## config.mk

```make
export PLATFORM = sky130hd
export DESIGN_NAME = fws_column_cell
export DESIGN_NICKNAME = d
export VERILOG_FILES = /design/src/rtl/fws_pkg.sv /design/src/rtl/fws_column_cell.sv
export SDC_FILE = /design/constraint.sdc
export NUM_CORES = 1
export LEC_CHECK = 0
export ABC_AREA = 1
export BUFFER_PORTS_ARGS = -buffer_cell sky130_fd_sc_hd__clkbuf_2
export CORE_AREA = 5 5 183 185
export DETAILED_ROUTE_END_ITERATION = 6
export DIE_AREA = 0 0 188 190
export SYNTH_ARGS = -nofsm -noshare
export SYNTH_HDL_FRONTEND = slang
export SYNTH_SLANG_ARGS = --single-unit
export TNS_END_PERCENT = 20
```

## constraint.sdc

```tcl
create_clock -name clock -period 1 [get_ports clock]
set_input_delay 0.05 -clock clock [delete_from_list [all_inputs] [get_ports clock]]
set_output_delay 0.05 -clock clock [all_outputs]
set_load 0.01 [all_outputs]
```

## src/rtl/fws_pkg.sv

```systemverilog
// ----------------------------------------------------------------------------
// fws_pkg
// Shared constants, types and functions of the frontier window score block:
// window geometry, the Gaussian table, the pair term and the score scaling.
// ----------------------------------------------------------------------------
package fws_pkg;

   // Window geometry and line store shape.
   localparam int WINDOW_SPAN = 9;
   localparam int MAX_WIDTH   = 1024;
   localparam int HALF_SPAN   = WINDOW_SPAN / 2;
   localparam int INNER_SPAN  = WINDOW_SPAN - 2;
   localparam int LINES       = WINDOW_SPAN - 1;
   localparam int COL_AW      = $clog2(MAX_WIDTH);
   localparam int COL_CNT_W   = (COL_AW > 10) ? COL_AW : 10;
   localparam int LINE_SEL_W  = (LINES > 1) ? $clog2(LINES) : 1;
   localparam int DIM_W       = 17;

   // Field widths.
   localparam int CODE_W   = 9;
   localparam int CELL_W   = CODE_W + 1;
   localparam int GVAL_W   = 17;
   localparam int TERM_W   = GVAL_W + 1;
   localparam int TRI_W    = TERM_W + 2;
   localparam int ROW_W    = $clog2(8 * 131072 + 1);
   localparam int CSUM_W   = $clog2(INNER_SPAN * 8 * 131072 + 1);
   localparam int SUM_W    = $clog2(INNER_SPAN * INNER_SPAN * 8 * 131072 + 1);
   localparam int CSR_W    = 16;
   localparam int CSR_IDX_W = 2;

   // Score scaling: score = floor(raw * 255 / (INNER^2 * 12 * 65536)).
   localparam int SCORE_MAX  = 255;
   localparam int SCALE_DEN  = INNER_SPAN * INNER_SPAN * 12;
   localparam int SAT_Q      = SCORE_MAX * SCALE_DEN;
   localparam int PROD_W     = SUM_W + 8;
   localparam int QFULL_W    = PROD_W - 16;
   localparam int QN_W       = $clog2(SAT_Q);
   localparam int RECIP      = (2 ** QN_W) / SCALE_DEN;
   localparam int RECIP_W    = $clog2(RECIP + 1);
   localparam int DEN_W      = $clog2(SCALE_DEN + 1);

   // Register indexes of the configuration port.
   typedef enum logic [CSR_IDX_W-1:0] {
      CSR_MAP_WIDTH  = 2'd0,
      CSR_MAP_HEIGHT = 2'd1,
      CSR_OBSTACLE   = 2'd2,
      CSR_PROB_LIMIT = 2'd3
   } csr_index_type;

   // One window column: per-row code and Gaussian value, plus a column flag.
   typedef struct packed {
      logic                                flag;
      logic [WINDOW_SPAN-1:0][CODE_W-1:0]  code;
      logic [WINDOW_SPAN-1:0][GVAL_W-1:0]  gval;
   } column_type;

   typedef logic [255:0][GVAL_W-1:0] gauss_table_type;

   // Division of a series term by its small constant index.
   function automatic logic [63:0] div_index(logic [63:0] v, int k);
      logic [63:0] q;
      unique case (k)
         1:       q = v;
         2:       q = v / 64'd2;
         3:       q = v / 64'd3;
         4:       q = v / 64'd4;
         5:       q = v / 64'd5;
         6:       q = v / 64'd6;
         7:       q = v / 64'd7;
         8:       q = v / 64'd8;
         9:       q = v / 64'd9;
         10:      q = v / 64'd10;
         11:      q = v / 64'd11;
         12:      q = v / 64'd12;
         13:      q = v / 64'd13;
         14:      q = v / 64'd14;
         15:      q = v / 64'd15;
         default: q = v / 64'd16;
      endcase
      return q;
   endfunction

   // Q0.16 value of exp(-(c/255-0.5)^2/0.02) from a Q31 series raised to 16.
   function automatic logic [GVAL_W-1:0] gauss_eval(int c);
      int          dd;
      logic [63:0] d;
      logic [63:0] x;
      logic [63:0] term;
      logic [63:0] s;
      logic [63:0] one;
      one  = 64'd1 << 31;
      dd   = 2 * c - 255;
      d    = 64'(dd * dd);
      x    = (d << 31) / 64'd83232;
      term = one;
      s    = one;
      for (int k = 1; k <= 16; k++) begin
         term = div_index((term * x) >> 31, k);
         if ((k % 2) == 1) begin
            s = (s >= term) ? s - term : 64'd0;
         end else begin
            s = s + term;
         end
      end
      if (s > one) begin
         s = one;
      end
      for (int k = 0; k < 4; k++) begin
         s = (s * s) >> 31;
      end
      return GVAL_W'((s + (64'd1 << 14)) >> 15);
   endfunction

   function automatic gauss_table_type build_gauss();
      gauss_table_type t;
      for (int c = 0; c < 256; c++) begin
         t[c] = gauss_eval(c);
      end
      return t;
   endfunction

   localparam gauss_table_type GAUSS_TABLE = build_gauss();

   // Gaussian value of a cell: unknown cells weigh one full unit.
   function automatic logic [GVAL_W-1:0] cell_gval(logic [CODE_W-1:0] code);
      logic [GVAL_W-1:0] g;
      if (code[CODE_W-1]) begin
         g = GVAL_W'(65536);
      end else begin
         g = GAUSS_TABLE[code[7:0]];
      end
      return g;
   endfunction

   // Neighbor term: nonzero only for differing codes both unknown or within the limit.
   function automatic logic [TERM_W-1:0] pair_term(logic [CODE_W-1:0] a_code,
                                                   logic [GVAL_W-1:0] a_g,
                                                   logic [CODE_W-1:0] b_code,
                                                   logic [GVAL_W-1:0] b_g,
                                                   logic [7:0]        limit);
      logic a_below;
      logic b_below;
      logic [TERM_W-1:0] t;
      a_below = a_code[CODE_W-1] || (a_code[7:0] <= limit);
      b_below = b_code[CODE_W-1] || (b_code[7:0] <= limit);
      if ((a_code != b_code) && a_below && b_below) begin
         t = TERM_W'(a_g) + TERM_W'(b_g);
      end else begin
         t = '0;
      end
      return t;
   endfunction

   // Column contents after reset: all codes zero and no obstacle.
   function automatic column_type reset_column();
      column_type c;
      c.flag = 1'b0;
      for (int i = 0; i < WINDOW_SPAN; i++) begin
         c.code[i] = '0;
         c.gval[i] = GAUSS_TABLE[0];
      end
      return c;
   endfunction

endpackage

```

## src/rtl/fws_column_cell.sv

```systemverilog
// ----------------------------------------------------------------------------
// fws_column_cell
// One column of the scoring window. On each shift it takes the column of its
// right-hand neighbor, so a row of these cells forms the sliding window.
// ----------------------------------------------------------------------------
module fws_column_cell
   import fws_pkg::*;
(
   input  logic       clock,
   input  logic       reset,
   input  logic       shift_en,
   input  column_type next_col,
   output column_type col
);

   column_type col_ff;
   column_type col_in;

   // Hold the column unless the window steps one cell to the right.
   always_comb begin
      col_in = col_ff;
      if (shift_en) begin
         col_in = next_col;
      end
   end

   always_ff @(posedge clock) begin
      if (reset) begin
         col_ff <= reset_column();
      end else begin
         col_ff <= col_in;
      end
   end

   assign col = col_ff;

endmodule

```

==> metrics.md <==
| Metric | Value |
|---|---|
| CP Class | reg2out |
| Worst hold start | shift_en |
| Initial core utilization | between 20 and 30% |
| Avg Cell Area, Syn | 6.390 um^2 |
| WL/cell | 13.96 um |
| Row count | 66 |
| Synth-to-Final Area Change | 90.89% |
| Critical R2R Launch | col[170] |
| Hold Crit Class | in2reg |
| R2R cell count | 3 |
| Via count | 11340 |
| Clk_lat worst skew | 520 ps |
| Static Leak | 9.900 nW |
| Net Count, Synth | 1726 |
| DR vias/cell | ~4.3 |
| Fin crit share | 105.8% |
| Bufs and invs on worst path | 1 |
| Seq/Total Area, Yosys | 49.48% |
| Worst Hold Path EP | col[172] |
| Pwr dens | approximately 1400 nW/um^2 |
| Skew final | 0 ps |
| Worst-path cell chain | buf_6 |
| Peak VDD IR | 1290 uV |
| Post-synth cell types | 9 |
| Remaining DRCs | 0 |
| GP Congestion | just over 0.8 |
| Worst R2R Setup Slack | approximately 280 ps |
| Detail Placement HPWL | 22.59 mm |
| Area of the core | roughly 32000 um^2 |
| Slew headroom | 61.09% |
| Post-synthesis instance area | 9508 um^2 |
| Final worst slack | -57.60 ps |
| Max incr delay on CP | 360 ps |
| Final setup fails | 236 |
| Die Area | 35720 um^2 |
| H-tree lvl count | 1 |
| Initial DRC count | 427 |
| Number of flip-flops in the largest register | 235 |
| CP top delay family | flip-flops |
| Worst-Margin Slew | 583.7 ps |
| Final hold vios | 0 |
| Slowest cell on crit path | dfxtp_4 |
| Finished Core Util | 56.94% |
| Max-slew violations | 0 |
| Pin count of the biggest net entering global routing | 42 |
| Root Driver | clkbuf_16 |
| First-pass GRT wire length | 54.88 mm |
| Number of clock sinks | 235 |
| Routing usage on met2 | between 30% and 40% |
| Routed Antenna Nets | 0 |
| Worst-path clk slew | 60 ps |
| Final hold slack | 3.778 ps |
| Hold path depth | 4 |
| Grt ovf | 0 |
| Layout Nets | between 2000 and 2500 |
| TritonCTS clock tree | built |
| Longest Clk Path Bufs | 3 |
| Number of port buffers | 472 |
| DRT Pass-1 Iters | 5 |
| Outcome | finished, violations left |
| Gr busiest metal | met2 |
| FF+latch count, synth | 235 |
| Failing checks | setup timing |
| RSZ-0062 raised after global routing | true |
| Setup crit end kind | output pin |
| R2r endpoint | col[170] |
| Final std cells w/o fill | 2649 |
| Die X | 188 um |
| Layout cells sized above 1 | 36.10% |
| Maximum net fanout on the critical path | 2 |
| Die Y | 190 um |
| Post-Place Cells | 2341 |
| YS warnings | 0 |
| Initial antenna violation count | 0 |
| GRT Total Usage | 18.37% |
| Vias in the first global route | 11190 |
| Fmax | about 0.95 GHz |
| Cts bufs inserted | 27 |
| Startpoint Class | flip-flop |
| Cells after synthesis | about 1500 |
| Met1 usage | 19.34% |
| CP required | between 900 and 1000 ps |
| Final wirelength | 36.97 mm |
| Max Cap Viol | 0 |
| Crit path DAT | 1010 ps |
| N_diodes | 0 |
| Period minus WS final | 1058 ps |
| I/O pin count | 473 |
| Met3 Use GR | around 5.6% |
-- worst max-delay path by stage --
| stage | slack [ps] | startpoint | end | depth (start not counted) |
|---|---|---|---|---|
| final | -60 | col[135] | col[135] | 1 |
| after CTS | -120 | col[135] | col[135] | 1 |
| after global routing | -100 | col[135] | col[135] | 1 |
| after global placement | 110 | shift_en | col[202] | 6 |
| after floorplan | 250 | shift_en | col[0] | 5 |
| after detailed placement | 90 | shift_en | col[202] | 6 |
-- Yosys cell counts --
| master | instances | area share [%] |
|---|---|---|
| buf_6 | 1 | 0.12 |
| clkbuf_1 | 8 | 0.32 |
| buf_2 | 65 | 3.4 |
| inv_1 | 235 | 9.3 |
| nand2_1 | 470 | 19 |
| buf_4 | 3 | 0.24 |
| nor2_1 | 470 | 19 |
| inv_2 | 1 | 0.039 |
| dfxtp_1 | 235 | 49 |
-- kinds of logic (layout without fill, tap and decap cells) --
logic type	Yosys count	count (layout)	synth area share [%]
AND/OR/NAND/NOR	940	940	37.11
buffers and inverters	313	1066	13.41
flip-flops	235	235	49.48
-- timing repair --
action,in CTS,in global routing
resized for setup,321,385
hold endpoints to repair,235,1
hold buffers,254,1
setup endpoints to repair,235,263
gates cloned,0,0
pin swaps,0,2
setup buffers,2,5
-- stage by stage --
stage | total power, mW | instance area, um^2 | worst slack (ps) | TNS [ps]
global placement | 14.03 | 12610 | 112.8 | 0
finish | 25.94 | 18150 | -57.60 | -3752
global route | 27.16 | 18150 | -96.19 | -12950
CTS | 25.41 | 17100 | -122.8 | -15140
detailed placement | 14.08 | 12610 | 88.34 | 0
floorplan | 12.35 | 9508 | 252.1 | 0
-- where the power goes --
part | switching, mW | internal [mW] | leakage, nW
registers | 0.533 | 10.2 | 2.02
logic | 2.28 | 3.07 | 7.43
clock network | 3.93 | 5.96 | 0.448
total | 6.74 | 19.2 | 9.90
-- placed cells by master, fill, tap and decap left out --
cell and instances:
buf_12 18, inv_6 1, dfxtp_4 1, buf_2 1, buf_6 141, bufinv_16 2, clkbuf_16 27, clkbuf_2 243
buf_8 87, dlymetal6s4s_1 11, clkinv_2 7, clkbuf_8 7, nand2_1 470, nor2_1 470, dfxtp_2 234, buf_4 39
inv_1 235, dlygate4sd3_1 242, clkbuf_1 4, clkinv_4 1
-- routing by layer --
metal | wire length, um | up-vias | share of wire, %
met5 | 0 | - | 0
met4 | 2214 | 0 | 6.0
met3 | 2874 | 159 | 7.8
met2 | 18820 | 475 | 51
met1 | 13060 | 5033 | 35
li1 | - | 5671 | -
-- layout make-up --
cell class | instances | area, um^2
inverter | 236 | 890.9
multi-input combinational | 940 | 3528
timing repair buffer | 782 | 7328
clock inverter | 10 | 103.9
sequential | 235 | 5001
fill | 2624 | 13730
tap | 408 | 510.5
clock buffer | 38 | 787.0
Power figures use the tool's default switching activity.
